<file path="config.mk">
export PLATFORM = sky130hd
export DESIGN_NAME = piece_cache_lfu_replacement
export DESIGN_NICKNAME = d
export VERILOG_FILES = /design/src/hdl/pclfu_pkg.sv /design/src/hdl/pclfu_recent_fifo.sv /design/src/hdl/piece_cache_lfu_replacement.sv
export SDC_FILE = /design/constraint.sdc
export NUM_CORES = 2
export LEC_CHECK = 0
export BUFFER_PORTS_ARGS = -buffer_cell sky130_fd_sc_hd__buf_2
export CAP_MARGIN = 25
export CORE_UTILIZATION = 54
export CTS_BUF_LIST = sky130_fd_sc_hd__clkbuf_2 sky130_fd_sc_hd__clkbuf_4 sky130_fd_sc_hd__clkbuf_8
export CTS_CLUSTER_SIZE = 16
export DETAILED_ROUTE_END_ITERATION = 10
export PLACE_DENSITY = 0.69
export SKIP_CTS_REPAIR_TIMING = 1
export SYNTH_ARGS = -nofsm -noshare
export SYNTH_HDL_FRONTEND = slang
export SYNTH_HIERARCHICAL = 1
export SYNTH_SLANG_ARGS = --single-unit
</file>
<file path="constraint.sdc">
create_clock -name clk -period 10.6 [get_ports clk]
set_clock_uncertainty 0.1 [all_clocks]
set_input_delay 1.06 -clock clk [delete_from_list [all_inputs] [get_ports clk]]
set_output_delay 1.06 -clock clk [all_outputs]
set_load 0.02 [all_outputs]
</file>
<file path="src/hdl/pclfu_pkg.sv">
// Package for the piece cache replacement block.
// Holds field widths, piece addressing constants, the sequencer states and
// the control structs shared with the recent-insert FIFO. No dependencies.
`default_nettype none

package pclfu_pkg;

    localparam int ADDR_W        = 28;
    localparam int PIECE_W       = 16;
    localparam int COUNT_W       = 16;
    localparam int PIECE_BYTES   = 4096;
    localparam int PIECE_SHIFT   = $clog2(PIECE_BYTES);
    localparam int PIECE_ID_BITS = 16;

    localparam logic [PIECE_W-1:0] ID_MASK = PIECE_W'((64'd1 << PIECE_ID_BITS) - 64'd1);

    typedef enum logic [3:0] {
        ST_IDLE,
        ST_SCAN,
        ST_DECIDE,
        ST_POP_VICTIM,
        ST_POP_READ,
        ST_SWEEP,
        ST_INSERT,
        ST_FIFO_POP,
        ST_FIFO_PUSH,
        ST_DONE
    } state_t;

    typedef struct packed {
        logic push;
        logic pop;
    } fifo_cmd_t;

    typedef struct packed {
        logic empty;
        logic full;
    } fifo_stat_t;

endpackage

`default_nettype wire

</file>
<file path="src/hdl/pclfu_recent_fifo.sv">
// Circular FIFO of the slot indices of the most recently inserted pieces.
// Depends on pclfu_pkg for the command and status structs.
`default_nettype none

module pclfu_recent_fifo
    import pclfu_pkg::*;
#(
    parameter int DEPTH  = 10,
    parameter int SLOT_W = 5
)
(
    input  wire logic              clk,
    input  wire logic              rst_n,
    input  wire fifo_cmd_t         cmd,
    input  wire logic [SLOT_W-1:0] push_slot,
    output logic      [SLOT_W-1:0] front_slot,
    output fifo_stat_t             stat
);

    localparam int PTR_W = (DEPTH > 1) ? $clog2(DEPTH) : 1;
    localparam int CNT_W = $clog2(DEPTH + 1);

    logic [SLOT_W-1:0] fifo_mem [DEPTH];
    logic [SLOT_W-1:0] front_reg;
    logic [PTR_W-1:0]  head_reg, head_next;
    logic [PTR_W-1:0]  tail_reg, tail_next;
    logic [CNT_W-1:0]  count_reg, count_next;
    logic              do_pop;

    function automatic logic [PTR_W-1:0] ptr_inc(input logic [PTR_W-1:0] p);
        logic [PTR_W-1:0] r;
        if (p == PTR_W'(DEPTH - 1))
            r = '0;
        else
            r = p + 1'b1;
        return r;
    endfunction

    assign do_pop = cmd.pop && (count_reg != '0);

    always_comb
    begin
        head_next  = head_reg;
        tail_next  = tail_reg;
        count_next = count_reg;
        if (cmd.push)
        begin
            tail_next = ptr_inc(tail_reg);
        end
        if (do_pop)
        begin
            head_next = ptr_inc(head_reg);
        end
        if (cmd.push && !do_pop)
            count_next = count_reg + 1'b1;
        else if (!cmd.push && do_pop)
            count_next = count_reg - 1'b1;
    end

    always_ff @(posedge clk or negedge rst_n)
    begin
        if (!rst_n)
        begin
            head_reg  <= '0;
            tail_reg  <= '0;
            count_reg <= '0;
        end
        else
        begin
            head_reg  <= head_next;
            tail_reg  <= tail_next;
            count_reg <= count_next;
        end
    end

    // The front entry is read through a register; it settles in the cycle
    // after the head pointer or the entry under it changes.
    always_ff @(posedge clk)
    begin
        if (cmd.push)
            fifo_mem[tail_reg] <= push_slot;
        front_reg <= fifo_mem[head_reg];
    end

    assign front_slot = front_reg;
    assign stat.empty = (count_reg == '0);
    assign stat.full  = (count_reg == CNT_W'(DEPTH));

endmodule

`default_nettype wire

</file>
<file path="src/hdl/piece_cache_lfu_replacement.sv">
// Piece cache replacement: LFU with protection of the recently inserted pieces.
// One slot is visited per cycle in scan and sweep. One transfer is handled at a time;
// a new one is accepted in the cycle after the result loads.
// Reset clears the occupancy count and the FIFO pointers; no clearing pass is run.
`default_nettype none

module piece_cache_lfu_replacement
    import pclfu_pkg::*;
#(
    parameter int CACHE_ENTRIES  = 32,
    parameter int RECENT_ENTRIES = 10
)
(
    input  wire logic               clk,
    input  wire logic               rst_n,
    input  wire logic               in_valid,
    output logic                    in_stall,
    input  wire logic [ADDR_W-1:0]  record_address,
    output logic                    out_valid,
    input  wire logic               out_stall,
    output logic      [PIECE_W-1:0] piece_number,
    output logic                    header_access,
    output logic                    hit,
    output logic                    evicted,
    output logic      [PIECE_W-1:0] evicted_piece
);

    // Slot indices, and counts that must also hold the slot total itself.
    localparam int IDX_W = $clog2(CACHE_ENTRIES);
    localparam int CNT_W = $clog2(CACHE_ENTRIES + 1);

    // Slots are filled in index order and an evicted slot is refilled by the
    // same transfer, so slot i holds a piece exactly when i < occ_reg. That
    // replaces per-slot valid bits, and the slot arrays need no reset.
    logic [PIECE_W-1:0] piece_mem  [CACHE_ENTRIES];
    logic [COUNT_W-1:0] count_mem  [CACHE_ENTRIES];
    logic [IDX_W-1:0]   age_mem    [CACHE_ENTRIES];
    logic               recent_mem [CACHE_ENTRIES];

    logic [PIECE_W-1:0] piece_rd_reg;
    logic [COUNT_W-1:0] count_rd_reg;
    logic [IDX_W-1:0]   age_rd_reg;
    logic               recent_rd_reg;

    // Sequencer and control state.
    state_t             state_reg, state_next;
    logic [CNT_W-1:0]   occ_reg, occ_next;
    logic [CNT_W-1:0]   scan_idx_reg, scan_idx_next;
    logic               rd_valid_reg, rd_valid_next;
    logic [IDX_W-1:0]   rd_idx_reg, rd_idx_next;
    logic               out_valid_reg, out_valid_next;

    // Per-transfer working registers.
    logic [PIECE_W-1:0] piece_reg, piece_next;
    logic               header_reg, header_next;
    logic               hit_found_reg, hit_found_next;
    logic [IDX_W-1:0]   hit_idx_reg, hit_idx_next;
    logic [COUNT_W-1:0] hit_count_reg, hit_count_next;
    logic               best_found_reg, best_found_next;
    logic [IDX_W-1:0]   best_idx_reg, best_idx_next;
    logic [COUNT_W-1:0] best_count_reg, best_count_next;
    logic [IDX_W-1:0]   best_age_reg, best_age_next;
    logic [PIECE_W-1:0] best_piece_reg, best_piece_next;
    logic [IDX_W-1:0]   target_reg, target_next;
    logic [IDX_W-1:0]   age_t_reg, age_t_next;
    logic               evicted_reg, evicted_next;
    logic [PIECE_W-1:0] ev_piece_reg, ev_piece_next;

    // Result register on the output side.
    logic [PIECE_W-1:0] out_piece_reg, out_piece_next;
    logic               out_header_reg, out_header_next;
    logic               out_hit_reg, out_hit_next;
    logic               out_evicted_reg, out_evicted_next;
    logic [PIECE_W-1:0] out_ev_piece_reg, out_ev_piece_next;

    // Memory access controls.
    logic [IDX_W-1:0]   rd_addr;
    logic               rd_issue;
    logic               piece_we;
    logic               count_we;
    logic [IDX_W-1:0]   count_waddr;
    logic [COUNT_W-1:0] count_wdata;
    logic               age_we;
    logic [IDX_W-1:0]   age_waddr;
    logic [IDX_W-1:0]   age_wdata;
    logic               recent_we;
    logic [IDX_W-1:0]   recent_waddr;
    logic               recent_wdata;

    logic [PIECE_W-1:0] piece_comb;
    logic [CNT_W-1:0]   insert_age;
    logic               better;

    fifo_cmd_t          fifo_cmd;
    fifo_stat_t         fifo_stat;
    logic [IDX_W-1:0]   front_slot;

    pclfu_recent_fifo #(
        .DEPTH  (RECENT_ENTRIES),
        .SLOT_W (IDX_W)
    ) u_recent_fifo (
        .clk        (clk),
        .rst_n      (rst_n),
        .cmd        (fifo_cmd),
        .push_slot  (target_reg),
        .front_slot (front_slot),
        .stat       (fifo_stat)
    );

    // The piece size is a power of two, so the division is a shift.
    assign piece_comb = PIECE_W'(record_address >> PIECE_SHIFT) & ID_MASK;

    // The compare unit: does the slot coming out of the memories beat
    // the current victim candidate? Lower use count wins, then older insert.
    assign better = !recent_rd_reg &&
                    (!best_found_reg ||
                     (count_rd_reg < best_count_reg) ||
                     ((count_rd_reg == best_count_reg) && (age_rd_reg < best_age_reg)));

    // A fresh piece takes the rank equal to the occupancy before it is added;
    // after an eviction that is one below the full count.
    assign insert_age = evicted_reg ? (occ_reg - 1'b1) : occ_reg;

    assign in_stall = (state_reg != ST_IDLE);

    always_comb
    begin
        state_next        = state_reg;
        occ_next          = occ_reg;
        scan_idx_next     = scan_idx_reg;
        out_valid_next    = out_valid_reg && out_stall;
        piece_next        = piece_reg;
        header_next       = header_reg;
        hit_found_next    = hit_found_reg;
        hit_idx_next      = hit_idx_reg;
        hit_count_next    = hit_count_reg;
        best_found_next   = best_found_reg;
        best_idx_next     = best_idx_reg;
        best_count_next   = best_count_reg;
        best_age_next     = best_age_reg;
        best_piece_next   = best_piece_reg;
        target_next       = target_reg;
        age_t_next        = age_t_reg;
        evicted_next      = evicted_reg;
        ev_piece_next     = ev_piece_reg;
        out_piece_next    = out_piece_reg;
        out_header_next   = out_header_reg;
        out_hit_next      = out_hit_reg;
        out_evicted_next  = out_evicted_reg;
        out_ev_piece_next = out_ev_piece_reg;

        rd_addr      = scan_idx_reg[IDX_W-1:0];
        rd_issue     = 1'b0;
        piece_we     = 1'b0;
        count_we     = 1'b0;
        count_waddr  = target_reg;
        count_wdata  = '0;
        age_we       = 1'b0;
        age_waddr    = target_reg;
        age_wdata    = insert_age[IDX_W-1:0];
        recent_we    = 1'b0;
        recent_waddr = target_reg;
        recent_wdata = 1'b1;
        fifo_cmd     = '0;

        unique case (state_reg)
            ST_IDLE:
            begin
                if (in_valid)
                begin
                    piece_next      = piece_comb;
                    header_next     = (piece_comb == '0);
                    hit_found_next  = 1'b0;
                    best_found_next = 1'b0;
                    evicted_next    = 1'b0;
                    ev_piece_next   = '0;
                    scan_idx_next   = '0;
                    // The header piece is never cached and leaves the state alone.
                    state_next      = (piece_comb == '0) ? ST_DONE : ST_SCAN;
                end
            end

            ST_SCAN:
            begin
                // One occupied slot is read per cycle; the compare works on the
                // slot read in the previous cycle.
                if (scan_idx_reg < occ_reg)
                begin
                    rd_issue      = 1'b1;
                    scan_idx_next = scan_idx_reg + 1'b1;
                end
                else if (!rd_valid_reg)
                begin
                    state_next = ST_DECIDE;
                end
                if (rd_valid_reg)
                begin
                    if (piece_rd_reg == piece_reg)
                    begin
                        hit_found_next = 1'b1;
                        hit_idx_next   = rd_idx_reg;
                        hit_count_next = count_rd_reg;
                    end
                    if (better)
                    begin
                        best_found_next = 1'b1;
                        best_idx_next   = rd_idx_reg;
                        best_count_next = count_rd_reg;
                        best_age_next   = age_rd_reg;
                        best_piece_next = piece_rd_reg;
                    end
                end
            end

            ST_DECIDE:
            begin
                if (hit_found_reg)
                begin
                    // The use count wraps at its width.
                    count_we    = 1'b1;
                    count_waddr = hit_idx_reg;
                    count_wdata = hit_count_reg + 1'b1;
                    state_next  = ST_DONE;
                end
                else if (occ_reg < CNT_W'(CACHE_ENTRIES))
                begin
                    target_next = occ_reg[IDX_W-1:0];
                    state_next  = ST_INSERT;
                end
                else
                begin
                    evicted_next = 1'b1;
                    if (best_found_reg)
                    begin
                        target_next   = best_idx_reg;
                        ev_piece_next = best_piece_reg;
                        age_t_next    = best_age_reg;
                        scan_idx_next = '0;
                        state_next    = ST_SWEEP;
                    end
                    else
                    begin
                        // Every slot is protected: the oldest recent one goes.
                        state_next = ST_POP_VICTIM;
                    end
                end
            end

            ST_POP_VICTIM:
            begin
                fifo_cmd.pop = 1'b1;
                recent_we    = 1'b1;
                recent_waddr = front_slot;
                recent_wdata = 1'b0;
                rd_addr      = front_slot;
                target_next  = front_slot;
                state_next   = ST_POP_READ;
            end

            ST_POP_READ:
            begin
                ev_piece_next = piece_rd_reg;
                age_t_next    = age_rd_reg;
                scan_idx_next = '0;
                state_next    = ST_SWEEP;
            end

            ST_SWEEP:
            begin
                // Close the gap in the insertion ranks left by the victim.
                if (scan_idx_reg < occ_reg)
                begin
                    rd_issue      = 1'b1;
                    scan_idx_next = scan_idx_reg + 1'b1;
                end
                else if (!rd_valid_reg)
                begin
                    state_next = ST_INSERT;
                end
                if (rd_valid_reg && (age_rd_reg > age_t_reg))
                begin
                    age_we    = 1'b1;
                    age_waddr = rd_idx_reg;
                    age_wdata = age_rd_reg - 1'b1;
                end
            end

            ST_INSERT:
            begin
                piece_we   = 1'b1;
                count_we   = 1'b1;
                age_we     = 1'b1;
                occ_next   = evicted_reg ? occ_reg : (occ_reg + 1'b1);
                state_next = fifo_stat.full ? ST_FIFO_POP : ST_FIFO_PUSH;
            end

            ST_FIFO_POP:
            begin
                fifo_cmd.pop = 1'b1;
                recent_we    = 1'b1;
                recent_waddr = front_slot;
                recent_wdata = 1'b0;
                state_next   = ST_FIFO_PUSH;
            end

            ST_FIFO_PUSH:
            begin
                fifo_cmd.push = 1'b1;
                recent_we     = 1'b1;
                state_next    = ST_DONE;
            end

            ST_DONE:
            begin
                // The result register frees up as soon as its transfer completes.
                if (!out_valid_reg || !out_stall)
                begin
                    out_valid_next    = 1'b1;
                    out_piece_next    = piece_reg;
                    out_header_next   = header_reg;
                    out_hit_next      = hit_found_reg;
                    out_evicted_next  = evicted_reg;
                    out_ev_piece_next = ev_piece_reg;
                    state_next        = ST_IDLE;
                end
            end

            default:
            begin
                state_next = ST_IDLE;
            end
        endcase

        rd_valid_next = rd_issue;
        rd_idx_next   = rd_addr;
    end

    always_ff @(posedge clk or negedge rst_n)
    begin
        if (!rst_n)
        begin
            state_reg     <= ST_IDLE;
            occ_reg       <= '0;
            scan_idx_reg  <= '0;
            rd_valid_reg  <= 1'b0;
            out_valid_reg <= 1'b0;
        end
        else
        begin
            state_reg     <= state_next;
            occ_reg       <= occ_next;
            scan_idx_reg  <= scan_idx_next;
            rd_valid_reg  <= rd_valid_next;
            out_valid_reg <= out_valid_next;
        end
    end

    always_ff @(posedge clk)
    begin
        rd_idx_reg       <= rd_idx_next;
        piece_reg        <= piece_next;
        header_reg       <= header_next;
        hit_found_reg    <= hit_found_next;
        hit_idx_reg      <= hit_idx_next;
        hit_count_reg    <= hit_count_next;
        best_found_reg   <= best_found_next;
        best_idx_reg     <= best_idx_next;
        best_count_reg   <= best_count_next;
        best_age_reg     <= best_age_next;
        best_piece_reg   <= best_piece_next;
        target_reg       <= target_next;
        age_t_reg        <= age_t_next;
        evicted_reg      <= evicted_next;
        ev_piece_reg     <= ev_piece_next;
        out_piece_reg    <= out_piece_next;
        out_header_reg   <= out_header_next;
        out_hit_reg      <= out_hit_next;
        out_evicted_reg  <= out_evicted_next;
        out_ev_piece_reg <= out_ev_piece_next;
    end

    // Slot arrays: one write and one registered read per cycle each.
    always_ff @(posedge clk)
    begin
        if (piece_we)
            piece_mem[target_reg] <= piece_reg;
        piece_rd_reg <= piece_mem[rd_addr];
    end

    always_ff @(posedge clk)
    begin
        if (count_we)
            count_mem[count_waddr] <= count_wdata;
        count_rd_reg <= count_mem[rd_addr];
    end

    always_ff @(posedge clk)
    begin
        if (age_we)
            age_mem[age_waddr] <= age_wdata;
        age_rd_reg <= age_mem[rd_addr];
    end

    always_ff @(posedge clk)
    begin
        if (recent_we)
            recent_mem[recent_waddr] <= recent_wdata;
        recent_rd_reg <= recent_mem[rd_addr];
    end

    assign out_valid     = out_valid_reg;
    assign piece_number  = out_piece_reg;
    assign header_access = out_header_reg;
    assign hit           = out_hit_reg;
    assign evicted       = out_evicted_reg;
    assign evicted_piece = out_ev_piece_reg;

    // A header transfer reports neither a hit nor an eviction.
    a_header_clean: assert property (@(posedge clk) disable iff (!rst_n)
        (out_valid && header_access) |-> (!hit && !evicted && (evicted_piece == '0)))
        else $error("header transfer reports cache activity");

    // Evictions only happen once every slot is occupied, and never on a hit.
    a_evict_full: assert property (@(posedge clk) disable iff (!rst_n)
        (out_valid && evicted) |-> ((occ_reg == CNT_W'(CACHE_ENTRIES)) && !hit))
        else $error("eviction reported while the cache is not full");

    // Occupancy never exceeds the slot count.
    a_occ_bound: assert property (@(posedge clk) disable iff (!rst_n)
        occ_reg <= CNT_W'(CACHE_ENTRIES))
        else $error("occupancy beyond slot count");

    // A new result appears only out of the completion state.
    a_result_source: assert property (@(posedge clk) disable iff (!rst_n)
        $rose(out_valid) |-> ($past(state_reg) == ST_DONE))
        else $error("result raised outside completion");

    // A hit does not change the occupancy.
    a_hit_occ: assert property (@(posedge clk) disable iff (!rst_n)
        ((state_reg == ST_DECIDE) && hit_found_reg) |=> $stable(occ_reg))
        else $error("hit changed occupancy");

    // When every slot is protected, the FIFO holds them all and has a front entry.
    a_pop_nonempty: assert property (@(posedge clk) disable iff (!rst_n)
        (state_reg == ST_POP_VICTIM) |-> !fifo_stat.empty)
        else $error("victim taken from an empty recent FIFO");

endmodule

`default_nettype wire
</file>
; ---- After elaboration in Yosys (flattened, before gate mapping)
; Memory sizes are Yosys's and may differ from the RTL's. A register that Yosys moved wholly into a read port is not among the register bits.
; Index checks and enable logic that the tools add are counted.
[word_totals]
n_memories = 5
ramBits = 1266
input_bits = 32
regBits = 179
[op_classes]
bitwise_logic = 1
n_reduce_logical = 43
n_eq_ne = 28
n_lt_le_gt_ge = 5
addsub = 9
muxes = 79
[mem_list]
columns = name, words, width, read_ports, rd_clocked_by_memory_dff, wr, line
row1 = count_mem, 32, 16, 1, 1, 1, piece_cache_lfu_replacement.sv:36  ; logic [COUNT_W-1:0] count_mem [CACHE_ENTRIES];
row2 = piece_mem, 32, 16, 1, 1, 1, piece_cache_lfu_replacement.sv:35  ; logic [PIECE_W-1:0] piece_mem [CACHE_ENTRIES];
row3 = age_mem, 32, 5, 1, 1, 1, piece_cache_lfu_replacement.sv:37  ; logic [IDX_W-1:0] age_mem [CACHE_ENTRIES];
row4 = u_recent_fifo.fifo_mem, 10, 5, 1, 1, 1, pclfu_recent_fifo.sv:23  ; logic [SLOT_W-1:0] fifo_mem [DEPTH];
row5 = recent_mem, 32, 1, 1, 1, 1, piece_cache_lfu_replacement.sv:38  ; logic recent_mem [CACHE_ENTRIES];
[op_table]
columns = operator, n
row1 = 16-bit 2-to-1 mux, 6
row2 = 5-bit 2-to-1 mux, 15
row3 = 4-bit 2-to-1 mux, 14
row4 = 16-bit one-hot mux with 3 select lines, 1
row5 = 4-bit one-hot mux with 10 select lines, 1
row6 = 16-bit == test, 2
row7 = 6-bit 2-to-1 mux, 5
row8 = 1-bit 2-to-1 mux, 28
row9 = "2-bit inequality test, second input constant", 12
row10 = 6-bit one-hot mux with 4 select lines, 1
row11 = "4-bit == test, second input constant", 5
row12 = 5-bit one-hot mux with 2 select lines, 2
row13 = "16-bit by 1-bit adder with 16-bit output, second input constant", 1
row14 = "4-bit by 3-bit == test with 1-bit output, second input constant", 4
row15 = 16-bit zero test, 1
row16 = 16-bit less-than comparator, 1
row17 = 4-bit AND reduction, 4
row18 = "4-bit by 1-bit adder with 4-bit output, second input constant", 3
row19 = "6-bit by 1-bit adder with 6-bit output, second input constant", 2
row20 = 6-bit AND reduction, 2
row21 = 4-bit nonzero test, 3
row22 = 1-bit one-hot mux with 2 select lines, 5
row23 = 2-bit nonzero test, 5
row24 = "5-bit by 1-bit subtractor with 5-bit output, second input constant", 2
row25 = other kinds (21), 40

; ---- Longest topological paths before layout
[depth]
ltp_word = 7
ltp_mapped = 12
mapped_depth_nobuf = 10

; ---- Modules after synthesis
; Netlist, hierarchy kept.
[by_module_without_submodules]
columns = mod, seq_area_each_um2, cells_per_inst, n_inst, area_per_inst_um2
row1 = piece_cache_lfu_replacement, 42150.4, 3228, 1, 56010.0
row2 = pclfu_recent_fifo, 1901.8, 184, 1, 2761.4

; ---- Least setup slack after synthesis
; No wires, ideal clock.
[synth_timing]
path_type = register -> register
startpoint = reg best_count_reg[5]
endpoint = reg best_age_reg[0], enable pin
setup_ns = 0.441
period_less_slack_ns = 3.999
n_path_buf = 0
arrival_time_ns = 3.458
path_stages_with_launch = 10
setup_slack_ns = 6.601
path_cell_list = edfxtp_1 inv_1 ha_1 a21o_1 nand3_1 a21oi_1 a2111oi_0 o211ai_1 a311o_1 nor2_1
[synth_via]
elab_chain_cells = 5
elab_cells_between_ends = 7
cone_classes = 1 x order compare / 1 x eq/ne / 5 x reduce/logical
[synth_rtl]
columns = item, line
row1 = from (decl), piece_cache_lfu_replacement.sv:61  ; logic [COUNT_W-1:0] best_count_reg, best_count_next;
row2 = from (signal assigned), piece_cache_lfu_replacement.sv:368  ; best_count_reg <= best_count_next;
row3 = 16-bit less-than comparator / 16-bit == test (equally long branches), "piece_cache_lfu_replacement.sv:117, piece_cache_lfu_replacement.sv:118"
row4 = 1-bit logical OR / 1-bit logical AND (equally long branches), "piece_cache_lfu_replacement.sv:116, piece_cache_lfu_replacement.sv:118"
row5 = 1-bit logical OR (*), piece_cache_lfu_replacement.sv:117  ; (count_rd_reg < best_count_reg) ||
row6 = 1-bit logical AND (*), piece_cache_lfu_replacement.sv:115  ; assign better = !recent_rd_reg &&
row7 = 3-bit AND reduction (no source line) (*), n/a
row8 = to (signal assigned), piece_cache_lfu_replacement.sv:369  ; best_age_reg <= best_age_next;
row9 = to (decl), piece_cache_lfu_replacement.sv:62  ; logic [IDX_W-1:0] best_age_reg, best_age_next;
; Mark *: on every way between the ends. The rest lies on a longest branch, timed or not.
; A chain may end at the register's enable or synchronous reset.

; ---- Worst setup path after layout
[layout_timing]
startpoint = reg state_reg[1]
endpoint = reg count_rd_reg[3], read port of count_mem
[layout_via]
elab_chain_cells = 2
[layout_rtl]
columns = item, line
row1 = from (decl), piece_cache_lfu_replacement.sv:46  ; state_t state_reg, state_next;
row2 = from (signal assigned), piece_cache_lfu_replacement.sv:350  ; state_reg <= state_next;
row3 = 4-bit by 2-bit == test with 1-bit output, piece_cache_lfu_replacement.sv:166  ; unique case (state_reg)
row4 = 5-bit 2-to-1 mux, piece_cache_lfu_replacement.sv:166
row5 = via rd_addr[1], piece_cache_lfu_replacement.sv:77  ; logic [IDX_W-1:0] rd_addr;
row6 = to (decl), piece_cache_lfu_replacement.sv:41  ; logic [COUNT_W-1:0] count_rd_reg;
; The timed path passes the listed nets, and every way through them passes these cells.

==> qor.csv <==
metric,value,unit
synth-to-layout area growth,11.4,%
core footprint,108000,µm²
DR WL/cell,25.7,µm
Max-Cap Viols,0,
Max VDD drop,0.153,mV
# clock sinks,1488,
setup TNS,0,ns
max-slew violation count,0,
final hold violations,0,
Max Freq,201,MHz
# DRC,0,
Register-to-Register Path Depth,8,
fin nets,3717,
Max Root-Sink Buffers,3,
Post-Syn Area,58800,µm²
first-pass GRT wire length,199,mm
IO buf count,56,
outcome,finished clean,
CTS tree,built,
Die Ht,332,µm
clock root buffer,clkbuf_8,
initial drt markers,2916,
I/O Pins,69,
Slew Limit Headroom,0.280,
worst reg2reg setup slack,5.63,ns
total global-route track usage,0.242,
DPL Wire Length,78.0,mm
Syn Inst Count,3411,
Worst R2R Start,state_reg[1]$_DFFE_PN0P_,
Synthesis Warnings,6,
Site Rows,120,
register area,44100,µm²
Final period util,0.469,
crit path from,state_reg[1]$_DFFE_PN0P_,
DR vias,31937,
drt total wl,134,mm
layout cells sized above 1,0.237,
DR pass1 iterations,7,
required time of the critical path,11.24,ns
GPL Wtd Cong,0.859,
Tot Pwr,15.6,mW
Skew-Pair Late Insertion Delay,0.91,ns
Crit. path cell count,8,
startpoint types,flip-flop,
worst path cell trace,"and4bb_1, mux2i_1, inv_1, nor2_4, buf_4, a221oi_1, o22ai_1, nor2_1",
Die W,332,µm
DP Cell Count,4819,
Pwr Density,238,nW/µm²
synthesized area per cell,17.2,µm²
Crit Reg-Reg Endpoint,count_rd_reg[3]$_DFF_P_,
crit-path max cell delay,0.85,ns
number of global-route vias before repair,32471,
critical path type,reg -> reg,
CP Data Arrival Time,5.61,ns
final non-filler cell total,5226,
initial antenna violation count,1,
Detail Route Antenna Nets,0,
area of the multi-input gates,13700,µm²
# setup viols final,0,
HP Class,in -> async,
crit path max fanout,61,
largest net degree at the start of global routing,160,
worst-margin pin slew,1.08,ns
CTS Buf Count,224,
Critical Path End,count_rd_reg[3]$_DFF_P_,
Via density,6.11,
Largest regs,"count_mem (512), piece_mem (512), age_mem (160)",
Critical-path top delay cell,buf_4,
Top delay family on crit path,simple AND/OR/NAND/NOR gates,
Initial Util,0.547,
worst path bufs/invs,2,
Pleak,23.6,nW
syn nets,3482,
register clock-pin slew on the reported worst setup and hold paths,0.06,ns
RSZ-0062 raised after global routing,no,
FILL cells,7588,
min Tclk post-route,4.97,ns
htree depth,4,
grt ovf,0,
critical path endpoint category,flip-flop,
Die ar.,110000,µm²
==> through the flow <==
step | util | setup WS, ns | hold slack [ns] | cell area (µm²)
final | 0.609 | 5.63 | 0.113 | 65500
after global routing | 0.609 | 5.35 | 0.134 | 65500
after CTS | 0.609 | 5.70 | 0.0449 | 65400
after floorplan | - | 6.60 | 0.300 | 58800
after detailed placement | 0.568 | 5.70 | 0.306 | 61100
after global placement | 0.567 | 5.74 | 0.309 | 61000
==> metal layers <==
metal / routed length (µm) / vias to the layer above / GRT usage
met3: 9200 / 238 / 0.0397
met4: 3200 / 0 / 0.0767
met1: 56000 / 16335 / 0.330
met2: 65800 / 1262 / 0.400
li1: - / 14102 / -
met5: 0 / - / 0
==> cells in the final DEF, fill, tap and decap left out, types with 30 or more instances in the layout <==
cell type	count
edfxtp_1	1410
mux2i_1	330
mux2_2	317
o22ai_1	236
clkbuf_8	228
nor2_1	194
a221oi_1	149
buf_4	120
nand2_1	75
clkbuf_4	74
buf_2	56
clkinv_1	52
dfxtp_1	48
inv_1	43
o21ai_0	39
ha_1	38
xnor2_1	31
dfrtp_1	30
==> cell type report <==
class,count,share of cell area
Antenna cell,1,0.0000382
Clock buffer,302,0.0564
Clock inverter,100,0.00959
Inverter,46,0.00264
Multi-Input combinational cell,1697,0.210
Sequential cell,1488,0.673
Tap cell,1403,0.0268
Timing Repair Buffer,189,0.0221
==> power by group <==
group          internal (mW)  total [mW]  leakage (nW)  switching (mW)
Clock                   2.35        4.51          2.30            2.16
Combinational           1.32        3.70          7.55            2.37
Sequential              7.04        7.36          13.8           0.316
Total                   10.7        15.6          23.6            4.85
==> worst min-delay path by stage <==
| stage | end | slack [ns] | cells after the start |
|---|---|---|---|
| 6_report | u_recent_fifo/head_reg[1]$_DFFE_PN0P_ | 0.11 | 1 |
| 5_1_grt | state_reg[1]$_DFFE_PN0P_ | 0.13 | 1 |
| 3_3_place_gp | header_access$_DFFE_PP_ | 0.31 | 0 |
| 2_1_floorplan | evicted_piece[0]$_DFFE_PP_ | 0.30 | 0 |
| 3_5_place_dp | header_access$_DFFE_PP_ | 0.31 | 0 |
| 4_1_cts | state_reg[1]$_DFFE_PN0P_ | 0.04 | 1 |
Note: power is estimated with default switching activity, not from simulation.
